**src/rtl/ostb_pkg.sv**
```systemverilog
// ----------------------------------------------------------------------------
// ostb_pkg
// Shared types and constants of the one-shot timer bank.
// ----------------------------------------------------------------------------
package ostb_pkg;

    // Fixed field widths of the input and result ports
    localparam int HANDLER_W   = 8;
    localparam int SLOT_FLD_W  = 3;
    localparam int OUT_TICK_W  = 32;
    localparam int SLOW_W      = 32;
    localparam int DELAY_W     = 32;

    // Every fourth tick is passed on to the legacy handler
    localparam logic [1:0] TICK_PHASE_MASK = 2'b11;

    // Input item kinds
    localparam logic REQ_TICK  = 1'b0;
    localparam logic REQ_START = 1'b1;

    // Shared adder operations
    typedef enum logic [1:0] {
        ALU_INC,
        ALU_ADD,
        ALU_GE
    } ostb_alu_op_t;

    // Control strobes from the sequencer to the slot store
    typedef struct packed {
        logic wr_en;
        logic rd_en;
        logic set_busy;
        logic clr_busy;
    } ostb_store_ctl_t;

endpackage

```
**src/rtl/ostb_alu.sv**
```systemverilog
// ----------------------------------------------------------------------------
// ostb_alu
// Shared tick adder: increment, deadline add and unsigned compare.
// ----------------------------------------------------------------------------
module ostb_alu
    import ostb_pkg::*;
#(
    parameter int TICK_BITS = 32
)
(
    input  ostb_alu_op_t         op,
    input  logic [TICK_BITS-1:0] a,
    input  logic [TICK_BITS-1:0] b,
    output logic [TICK_BITS-1:0] sum,
    output logic                 a_ge_b
);

    logic [TICK_BITS-1:0] b_eff;
    logic                 cin;
    logic [TICK_BITS:0]   total;

    // Pick the second operand and carry in for the operation
    always_comb
    begin
        case (op)
            ALU_INC:
            begin
                b_eff = '0;
                cin   = 1'b1;
            end
            ALU_ADD:
            begin
                b_eff = b;
                cin   = 1'b0;
            end
            ALU_GE:
            begin
                b_eff = ~b;
                cin   = 1'b1;
            end
            default:
            begin
                b_eff = '0;
                cin   = 1'b0;
            end
        endcase
    end

    // One adder; carry out of a - b means a >= b
    assign total  = {1'b0, a} + {1'b0, b_eff} + (TICK_BITS+1)'(cin);
    assign sum    = total[TICK_BITS-1:0];
    assign a_ge_b = total[TICK_BITS];

endmodule

```
**src/rtl/ostb_slot_store.sv**
```systemverilog
// ----------------------------------------------------------------------------
// ostb_slot_store
// Slot deadline and handler memory with registered read, plus busy flags.
// ----------------------------------------------------------------------------
module ostb_slot_store
    import ostb_pkg::*;
#(
    parameter int SLOT_COUNT = 8,
    parameter int TICK_BITS  = 32,
    parameter int IDX_W      = 3
)
(
    input  logic                 clk,
    input  logic                 rst_n,
    input  ostb_store_ctl_t      ctl,
    input  logic [IDX_W-1:0]     idx,
    input  logic [TICK_BITS-1:0] wr_deadline,
    input  logic [HANDLER_W-1:0] wr_handler,
    output logic                 busy,
    output logic [TICK_BITS-1:0] rd_deadline,
    output logic [HANDLER_W-1:0] rd_handler
);

    logic [TICK_BITS-1:0] deadline_mem [SLOT_COUNT];
    logic [HANDLER_W-1:0] handler_mem  [SLOT_COUNT];
    logic [SLOT_COUNT-1:0] busy_reg;

    // Write and read the slot memory
    always_ff @(posedge clk)
    begin
        if (ctl.wr_en)
        begin
            deadline_mem[idx] <= wr_deadline;
            handler_mem[idx]  <= wr_handler;
        end
        if (ctl.rd_en)
        begin
            rd_deadline <= deadline_mem[idx];
            rd_handler  <= handler_mem[idx];
        end
    end

    // Mark slots taken and freed
    always_ff @(posedge clk or negedge rst_n)
    begin
        if (!rst_n)
        begin
            busy_reg <= '0;
        end
        else
        begin
            if (ctl.set_busy)
            begin
                busy_reg[idx] <= 1'b1;
            end
            else if (ctl.clr_busy)
            begin
                busy_reg[idx] <= 1'b0;
            end
        end
    end

    assign busy = busy_reg[idx];

endmodule

```
**src/rtl/one_shot_timer_bank_top.sv**
```systemverilog
// ----------------------------------------------------------------------------
// one_shot_timer_bank_top
// Bank of one-shot timers scanned slot by slot by a small sequencer.
// ----------------------------------------------------------------------------
// Channel | Handshake            | Payload
// input   | in_valid / in_stall  | req_type, delay_ticks, handler_tag
// result  | out_valid / out_stall| fired .. slow_count, last marks end of item
// config  | cfg_valid / cfg_ready| cfg_data -> time_critical_enable
//
// A start scans for the lowest free slot, one slot a cycle, then pushes its
// result. A tick increments the counter on the shared adder, then visits each
// slot in turn, skipping free ones; a busy slot gets a registered memory
// read, then a compare on the same adder; the last result ends the tick.
// Output stalls hold the sequencer. Reset frees all slots and clears both
// counters and the enable; the slot memory itself is not cleared.
// ----------------------------------------------------------------------------
module one_shot_timer_bank_top
    import ostb_pkg::*;
#(
    parameter int SLOT_COUNT = 8,
    parameter int TICK_BITS  = 32
)
(
    input  logic                  clk,
    input  logic                  rst_n,
    // input items
    input  logic                  in_valid,
    output logic                  in_stall,
    input  logic                  req_type,
    input  logic [DELAY_W-1:0]    delay_ticks,
    input  logic [HANDLER_W-1:0]  handler_tag,
    // result items
    output logic                  out_valid,
    input  logic                  out_stall,
    output logic                  fired,
    output logic [SLOT_FLD_W-1:0] fired_slot,
    output logic [HANDLER_W-1:0]  fired_handler,
    output logic                  last,
    output logic                  chain_legacy,
    output logic                  critical_hook,
    output logic                  start_ok,
    output logic [SLOT_FLD_W-1:0] start_slot,
    output logic [OUT_TICK_W-1:0] current_tick,
    output logic [SLOW_W-1:0]     slow_count,
    // configuration
    input  logic                  cfg_valid,
    output logic                  cfg_ready,
    input  logic                  cfg_data
);

    localparam int IDX_W = (SLOT_COUNT > 1) ? $clog2(SLOT_COUNT) : 1;
    localparam logic [IDX_W-1:0] LAST_IDX = IDX_W'(SLOT_COUNT - 1);

    typedef enum logic [2:0] {
        ST_IDLE,
        ST_START_SCAN,
        ST_START_PUSH,
        ST_TICK_INC,
        ST_SCAN_RD,
        ST_SCAN_CMP,
        ST_TICK_DONE
    } state_t;

    state_t                 state_reg, state_next;
    logic [IDX_W-1:0]       idx_reg, idx_next;
    logic [DELAY_W-1:0]     delay_reg, delay_next;
    logic [HANDLER_W-1:0]   tag_reg, tag_next;
    logic [TICK_BITS-1:0]   fast_reg, fast_next;
    logic [SLOW_W-1:0]      slow_reg, slow_next;
    logic                   tce_reg, tce_next;
    logic                   chain_reg, chain_next;
    logic                   crit_reg, crit_next;
    logic                   pend_valid_reg, pend_valid_next;
    logic [IDX_W-1:0]       pend_slot_reg, pend_slot_next;
    logic [HANDLER_W-1:0]   pend_handler_reg, pend_handler_next;
    logic                   res_ok_reg, res_ok_next;
    logic [IDX_W-1:0]       res_slot_reg, res_slot_next;

    logic                   out_valid_reg, out_valid_next;
    logic                   out_fired_reg, out_fired_next;
    logic [SLOT_FLD_W-1:0]  out_fslot_reg, out_fslot_next;
    logic [HANDLER_W-1:0]   out_fhandler_reg, out_fhandler_next;
    logic                   out_last_reg, out_last_next;
    logic                   out_chain_reg, out_chain_next;
    logic                   out_crit_reg, out_crit_next;
    logic                   out_sok_reg, out_sok_next;
    logic [SLOT_FLD_W-1:0]  out_sslot_reg, out_sslot_next;
    logic [OUT_TICK_W-1:0]  out_tick_reg, out_tick_next;
    logic [SLOW_W-1:0]      out_slow_reg, out_slow_next;

    logic                   in_accept;
    logic                   out_free;
    ostb_alu_op_t           alu_op;
    logic [TICK_BITS-1:0]   alu_b;
    logic [TICK_BITS-1:0]   alu_sum;
    logic                   alu_ge;
    logic [TICK_BITS-1:0]   delay_ext;
    ostb_store_ctl_t        store_ctl;
    logic                   slot_busy;
    logic [TICK_BITS-1:0]   rd_deadline;
    logic [HANDLER_W-1:0]   rd_handler;

    assign in_accept = in_valid && !in_stall;
    assign out_free  = !out_valid_reg || !out_stall;
    assign delay_ext = TICK_BITS'({{TICK_BITS{1'b0}}, delay_reg});

    // Shared adder
    ostb_alu #(
        .TICK_BITS (TICK_BITS)
    ) u_alu (
        .op     (alu_op),
        .a      (fast_reg),
        .b      (alu_b),
        .sum    (alu_sum),
        .a_ge_b (alu_ge)
    );

    // Slot storage
    ostb_slot_store #(
        .SLOT_COUNT (SLOT_COUNT),
        .TICK_BITS  (TICK_BITS),
        .IDX_W      (IDX_W)
    ) u_store (
        .clk         (clk),
        .rst_n       (rst_n),
        .ctl         (store_ctl),
        .idx         (idx_reg),
        .wr_deadline (alu_sum),
        .wr_handler  (tag_reg),
        .busy        (slot_busy),
        .rd_deadline (rd_deadline),
        .rd_handler  (rd_handler)
    );

    // Select the adder operation for the current step
    always_comb
    begin
        case (state_reg)
            ST_START_SCAN:
            begin
                alu_op = ALU_ADD;
                alu_b  = delay_ext;
            end
            ST_SCAN_CMP:
            begin
                alu_op = ALU_GE;
                alu_b  = rd_deadline;
            end
            default:
            begin
                alu_op = ALU_INC;
                alu_b  = '0;
            end
        endcase
    end

    // Sequencer and output register next values
    always_comb
    begin
        state_next        = state_reg;
        idx_next          = idx_reg;
        delay_next        = delay_reg;
        tag_next          = tag_reg;
        fast_next         = fast_reg;
        slow_next         = slow_reg;
        tce_next          = tce_reg;
        chain_next        = chain_reg;
        crit_next         = crit_reg;
        pend_valid_next   = pend_valid_reg;
        pend_slot_next    = pend_slot_reg;
        pend_handler_next = pend_handler_reg;
        res_ok_next       = res_ok_reg;
        res_slot_next     = res_slot_reg;
        store_ctl         = '0;

        // drop the output once taken
        out_valid_next    = out_valid_reg && out_stall;
        out_fired_next    = out_fired_reg;
        out_fslot_next    = out_fslot_reg;
        out_fhandler_next = out_fhandler_reg;
        out_last_next     = out_last_reg;
        out_chain_next    = out_chain_reg;
        out_crit_next     = out_crit_reg;
        out_sok_next      = out_sok_reg;
        out_sslot_next    = out_sslot_reg;
        out_tick_next     = OUT_TICK_W'({{OUT_TICK_W{1'b0}}, fast_reg});
        out_slow_next     = slow_reg;
        if (out_valid_reg && out_stall)
        begin
            out_tick_next = out_tick_reg;
            out_slow_next = out_slow_reg;
        end

        if (cfg_valid)
        begin
            tce_next = cfg_data;
        end

        case (state_reg)
            ST_IDLE:
            begin
                if (in_accept)
                begin
                    delay_next = delay_ticks;
                    tag_next   = handler_tag;
                    idx_next   = '0;
                    if (req_type == REQ_START)
                    begin
                        state_next = ST_START_SCAN;
                    end
                    else
                    begin
                        state_next = ST_TICK_INC;
                    end
                end
            end

            // look for the lowest free slot
            ST_START_SCAN:
            begin
                if (!slot_busy)
                begin
                    store_ctl.wr_en    = 1'b1;
                    store_ctl.set_busy = 1'b1;
                    res_ok_next        = 1'b1;
                    res_slot_next      = idx_reg;
                    state_next         = ST_START_PUSH;
                end
                else if (idx_reg == LAST_IDX)
                begin
                    res_ok_next   = 1'b0;
                    res_slot_next = '0;
                    state_next    = ST_START_PUSH;
                end
                else
                begin
                    idx_next = idx_reg + 1'b1;
                end
            end

            ST_START_PUSH:
            begin
                if (out_free)
                begin
                    out_valid_next    = 1'b1;
                    out_fired_next    = 1'b0;
                    out_fslot_next    = '0;
                    out_fhandler_next = '0;
                    out_last_next     = 1'b1;
                    out_chain_next    = 1'b0;
                    out_crit_next     = 1'b0;
                    out_sok_next      = res_ok_reg;
                    out_sslot_next    = SLOT_FLD_W'({{SLOT_FLD_W{1'b0}}, res_slot_reg});
                    state_next        = ST_IDLE;
                end
            end

            // advance the tick counter
            ST_TICK_INC:
            begin
                fast_next       = alu_sum;
                chain_next      = (alu_sum[1:0] & TICK_PHASE_MASK) == 2'b00;
                crit_next       = tce_reg;
                pend_valid_next = 1'b0;
                if ((alu_sum[1:0] & TICK_PHASE_MASK) == 2'b00)
                begin
                    slow_next = slow_reg + 1'b1;
                end
                state_next = ST_SCAN_RD;
            end

            // read busy slots, skip free ones
            ST_SCAN_RD:
            begin
                if (slot_busy)
                begin
                    store_ctl.rd_en = 1'b1;
                    state_next      = ST_SCAN_CMP;
                end
                else if (idx_reg == LAST_IDX)
                begin
                    state_next = ST_TICK_DONE;
                end
                else
                begin
                    idx_next = idx_reg + 1'b1;
                end
            end

            // compare the deadline, hold one hit back to know the last one
            ST_SCAN_CMP:
            begin
                if (!alu_ge || !pend_valid_reg || out_free)
                begin
                    if (alu_ge)
                    begin
                        store_ctl.clr_busy = 1'b1;
                        if (pend_valid_reg)
                        begin
                            out_valid_next    = 1'b1;
                            out_fired_next    = 1'b1;
                            out_fslot_next    =
                                SLOT_FLD_W'({{SLOT_FLD_W{1'b0}}, pend_slot_reg});
                            out_fhandler_next = pend_handler_reg;
                            out_last_next     = 1'b0;
                            out_chain_next    = chain_reg;
                            out_crit_next     = crit_reg;
                            out_sok_next      = 1'b0;
                            out_sslot_next    = '0;
                        end
                        pend_valid_next   = 1'b1;
                        pend_slot_next    = idx_reg;
                        pend_handler_next = rd_handler;
                    end
                    if (idx_reg == LAST_IDX)
                    begin
                        state_next = ST_TICK_DONE;
                    end
                    else
                    begin
                        idx_next   = idx_reg + 1'b1;
                        state_next = ST_SCAN_RD;
                    end
                end
            end

            // send the final result of the tick
            ST_TICK_DONE:
            begin
                if (out_free)
                begin
                    out_valid_next    = 1'b1;
                    out_fired_next    = pend_valid_reg;
                    out_fslot_next    = pend_valid_reg ?
                        SLOT_FLD_W'({{SLOT_FLD_W{1'b0}}, pend_slot_reg}) : '0;
                    out_fhandler_next = pend_valid_reg ? pend_handler_reg : '0;
                    out_last_next     = 1'b1;
                    out_chain_next    = chain_reg;
                    out_crit_next     = crit_reg;
                    out_sok_next      = 1'b0;
                    out_sslot_next    = '0;
                    pend_valid_next   = 1'b0;
                    state_next        = ST_IDLE;
                end
            end

            default:
            begin
                state_next = ST_IDLE;
            end
        endcase
    end

    // Control state
    always_ff @(posedge clk or negedge rst_n)
    begin
        if (!rst_n)
        begin
            state_reg      <= ST_IDLE;
            fast_reg       <= '0;
            slow_reg       <= '0;
            tce_reg        <= 1'b0;
            pend_valid_reg <= 1'b0;
            out_valid_reg  <= 1'b0;
        end
        else
        begin
            state_reg      <= state_next;
            fast_reg       <= fast_next;
            slow_reg       <= slow_next;
            tce_reg        <= tce_next;
            pend_valid_reg <= pend_valid_next;
            out_valid_reg  <= out_valid_next;
        end
    end

    // Payload registers
    always_ff @(posedge clk)
    begin
        idx_reg          <= idx_next;
        delay_reg        <= delay_next;
        tag_reg          <= tag_next;
        chain_reg        <= chain_next;
        crit_reg         <= crit_next;
        pend_slot_reg    <= pend_slot_next;
        pend_handler_reg <= pend_handler_next;
        res_ok_reg       <= res_ok_next;
        res_slot_reg     <= res_slot_next;
        out_fired_reg    <= out_fired_next;
        out_fslot_reg    <= out_fslot_next;
        out_fhandler_reg <= out_fhandler_next;
        out_last_reg     <= out_last_next;
        out_chain_reg    <= out_chain_next;
        out_crit_reg     <= out_crit_next;
        out_sok_reg      <= out_sok_next;
        out_sslot_reg    <= out_sslot_next;
        out_tick_reg     <= out_tick_next;
        out_slow_reg     <= out_slow_next;
    end

    assign in_stall      = (state_reg != ST_IDLE);
    assign cfg_ready     = 1'b1;
    assign out_valid     = out_valid_reg;
    assign fired         = out_fired_reg;
    assign fired_slot    = out_fslot_reg;
    assign fired_handler = out_fhandler_reg;
    assign last          = out_last_reg;
    assign chain_legacy  = out_chain_reg;
    assign critical_hook = out_crit_reg;
    assign start_ok      = out_sok_reg;
    assign start_slot    = out_sslot_reg;
    assign current_tick  = out_tick_reg;
    assign slow_count    = out_slow_reg;

    // Block stays busy after taking an item
    a_busy_after_accept: assert property (@(posedge clk) disable iff (!rst_n)
        in_accept |=> in_stall)
        else $error("input taken while an item is still in progress");

    // A held-back hit exists only during a tick scan
    a_pend_in_scan: assert property (@(posedge clk) disable iff (!rst_n)
        pend_valid_reg |-> (state_reg == ST_SCAN_RD || state_reg == ST_SCAN_CMP ||
                            state_reg == ST_TICK_DONE))
        else $error("pending hit outside a tick scan");

    // A fired result never reports a start
    a_fired_not_start: assert property (@(posedge clk) disable iff (!rst_n)
        (out_valid && fired) |-> (!start_ok && start_slot == '0))
        else $error("fired result carries start fields");

    // The tick counter moves only in the increment step
    a_fast_only_on_tick: assert property (@(posedge clk) disable iff (!rst_n)
        !$stable(fast_reg) |-> $past(state_reg == ST_TICK_INC))
        else $error("tick counter changed outside a tick");

endmodule
```
**config.mk**
```make
export PLATFORM = sky130hd
export DESIGN_NAME = one_shot_timer_bank_top
export DESIGN_NICKNAME = d
export VERILOG_FILES = /design/src/rtl/ostb_pkg.sv /design/src/rtl/ostb_alu.sv /design/src/rtl/ostb_slot_store.sv /design/src/rtl/one_shot_timer_bank_top.sv
export SDC_FILE = /design/constraint.sdc
export NUM_CORES = 1
export LEC_CHECK = 0
export ABC_AREA = 0
export BUFFER_PORTS_ARGS = -buffer_cell sky130_fd_sc_hd__buf_2
export CAP_MARGIN = 0
export CORE_MARGIN = 2
export CORE_UTILIZATION = 45
export DETAILED_ROUTE_END_ITERATION = 10
export HOLD_SLACK_MARGIN = 0.02
export PLACE_DENSITY = 0.73
export SLEW_MARGIN = 15
export SYNTH_ARGS = -nofsm -noshare
export SYNTH_HDL_FRONTEND = slang
export SYNTH_SLANG_ARGS = --single-unit
export TNS_END_PERCENT = 20
```
**constraint.sdc**
```tcl
create_clock -name clk -period 9.2 [get_ports clk]
set_input_delay 0.92 -clock clk [delete_from_list [all_inputs] [get_ports clk]]
set_output_delay 0.92 -clock clk [all_outputs]
set_load 0.02 [all_outputs]
```
==> impl_metrics.csv <==
group,metric,value,unit
power,vdd_drop_max,205,µV
timing,fmax,230,MHz
timing,rsz0062_at_grt,"no",
route,vias,13300,
cts,cts.clk_slew.worst_paths,0.06,ns
global_route,grt_pass1_vias,13200,
cts,cts_tree,"yes",
cts,clock_path_buffers,3,
placement,gp_congestion,0.884,
cts,cts-resized-gates,0,
floorplanning,start_util,45.6,%
floorplanning,fp.dieH,229,µm
yosys,synth-async-reset-ratio,13.4,%
yosys,ys_ff_latch,581,
cts,cts_buffers,53,
floorplanning,die_w,229,µm
floorplanning,rows,82,
yosys,yosysSeqAreaShare,74.6,%
floorplanning,die_area,52600,µm²
timing,worst_pin_slew,0.967,ns
yosys,synth_edf_count,503,
global_route,gr-total-overflow,0,
min_path,min_path_type,"input pin to async pin",
yosys,synth_area,22900,µm²
status,outcome,"complete, no violations",
global_route,grt_pass1_wl,79.5,mm
finish,num_antenna_cells,0,
finish,top_register,"u_store.deadline_mem",
cts,clkSinkCount,581,
worst_setup_path,cp-end-kind,"flop",
global_route,grt.total_usage,19.9,%
yosys,synth.distinct_cells,73,
run,max-cap-violations,0,
yosys,synth_warnings,0,
cts,post_cts_buffers,0,
finish,final_nets,1700,
power,p_leak,9.54,nW
timing,period_needed,4.34,ns
yosys,ys.flop_type,"edfxtp_1",
cts,clk_latency,0.59,ns
cts,htreeDepth,2,
worst_setup_path,crit_path_max_fanout,13,
timing,slew_headroom,35.5,%
floorplanning,ios,133,
timing,hold_viol_final,0,
yosys,avgSynthCellArea,15.5,µm²
finish,largest_reg_flops,256,
finish,nFillCells,4001,
route,detail-route-antenna-nets,0,
global_route,grt_max_degree,66,
worst_setup_path,critPathKind,"flop to flop",
power,power_density,339,nW/µm²
finish,syn2layout_area_growth,13.8,%
placement,dp_hpwl,31.5,mm
route,avgViaCountPerCell,5.71,
worst_setup_path,required,9.52,ns
floorplanning,core-area,50200,µm²
worst_setup_path,cp-start-kind,"flop",
worst_setup_path,worstPathArrival,4.65,ns
placement,io_buffers,131,
finish,top_regs,"u_store.deadline_mem x256, u_store.handler_mem x64",
route,drt-initial-drc-count,1184,
global_route,antenna_found_initial,0,
cts,cts_hold_buf,0,
finish,final_layout_size_suffix_gt1_share,16.9,%
route,routedWlPerCell,22.6,µm
route,drt_wl_total,52.8,mm
finish,final_util,51.9,%
route,drc,0,
yosys,syn_nets,1559,
timing,slew_viol_final,0,
yosys,syn_inst,1477,
timing,clock_skew,0.0160,ns
cts,root_buffer,"clkbuf_16",
timing,finalSetupViolCount,0,
timing,timing.final.crit_share,47.2,%
timing,fin_tns_setup,0,ns
power,p_total,8.81,mW
route,drtPass1Iterations,5,
## layout by cell type, fill, tap and decap left out, types with 12 or more instances in the layout
cell	netlist	routed
a21oi_1	46	46
a22oi_1	156	156
and2_1	30	22
buf_2	8	130
buf_4	2	26
clkbuf_1	49	16
clkbuf_16	0	54
dfrtp_1	78	77
edfxtp_1	503	503
ha_1	33	33
inv_1	47	46
mux2_2	12	12
mux2i_1	39	39
nand2_1	99	99
nand3_1	19	19
nand4_1	61	61
nor2_1	72	69
o21ai_0	23	22
xnor2_1	41	41
xor2_1	19	19
## cell type report
class	instances	area, µm²	share of cell area, %
well taps	672	841	3.23
multi-input cells	778	5380	20.7
inverters	48	180	0.693
flip-flops and latches	581	17100	65.6
repair buffers	156	846	3.25
clock inverters	22	188	0.721
clock buffers	78	1520	5.85
## Yosys cell counts (4+ instances only)
master / instances / area share (%)
edfxtp_1: 503 / 66
a22oi_1: 156 / 5.1
nand2_1: 99 / 1.6
dfrtp_1: 78 / 8.5
nor2_1: 72 / 1.2
nand4_1: 61 / 1.7
clkbuf_1: 49 / 0.80
inv_1: 47 / 0.77
a21oi_1: 46 / 1.0
xnor2_1: 41 / 1.6
mux2i_1: 39 / 1.7
ha_1: 33 / 1.8
and2_1: 30 / 0.82
o21ai_0: 23 / 0.50
nand3_1: 19 / 0.42
xor2_1: 19 / 0.73
mux2_2: 12 / 0.59
nor3_1: 12 / 0.26
and3_1: 9 / 0.25
buf_1: 9 / 0.15
a21o_1: 8 / 0.26
a2bb2oi_1: 8 / 0.31
buf_2: 8 / 0.18
nor2b_1: 8 / 0.22
a31oi_1: 7 / 0.19
o21a_1: 7 / 0.23
nand2b_1: 5 / 0.14
a21boi_0: 4 / 0.13
o211ai_1: 4 / 0.13
o31ai_1: 4 / 0.13
## through the flow
stage               instance area [µm²]  cells  hold slack (ns)  worst slack, ns
floorplan                         22900   1477            0.400             3.08
global placement                  24300   2235            0.407             5.03
detailed placement                24300   2235            0.406             4.93
CTS                               26000   2335            0.266             4.90
global route                      26000   2335            0.282             4.58
finish                            26000   2335            0.270             4.86
## worst paths after layout
kind                                       start                          end  slack (ns)  cells after the start
setup reg to reg                    state_reg[0]  u_store.deadline_mem[7][18]        4.86                     12
hold reg to reg            u_store.rd_handler[4]          pend_handler_reg[4]        0.43                      0
setup / recovery                    state_reg[0]  u_store.deadline_mem[7][18]        4.86                     12
hold / removal                             rst_n                 slow_reg[14]        0.27                      1
min in group clk           u_store.rd_handler[4]          pend_handler_reg[4]        0.43                      0
max in group asynchronous                  rst_n                 state_reg[2]        7.85                      2
## power breakdown
| group | switching [mW] | internal [mW] |
|---|---|---|
| combinational | 1.81 | 0.790 |
| clock | 0.931 | 1.21 |
| sequential | 0.258 | 3.81 |
| total | 3.00 | 5.81 |
## routing by layer
layer	GRT usage, %	part of all wire, %
met1	26.1	40
met4	7.67	3.4
met3	3.31	6.7
met5	0	0
met2	33.2	49
## worst max-delay path, stage by stage (launching register included)
cell	delay, ns
dfrtp_1	0.59
inv_1	0.10
nor2_1	0.31
nand2b_1	0.30
fa_1	0.49
fa_1	0.42
a21o_1	0.20
a221oi_2	0.36
o31a_2	0.31
o31ai_4	0.11
a21oi_1	0.26
o21ai_0	0.15
xnor2_1	0.47
## cell families (layout without fill, tap and decap cells)
kind of cell,after synthesis,after routing,synth area share [%]
DFF,581,581,74.6
and+or+nand+nor,337,337,7.35
AOI/OAI and AO/OA,291,291,9.13
buffers and inverters,118,304,2.08
xor gates and xnor gates,60,60,2.30
muxes,54,54,2.56
adders and majority gates,35,35,1.98
other,1,1,0.0164
Power figures use the tool's default switching activity.
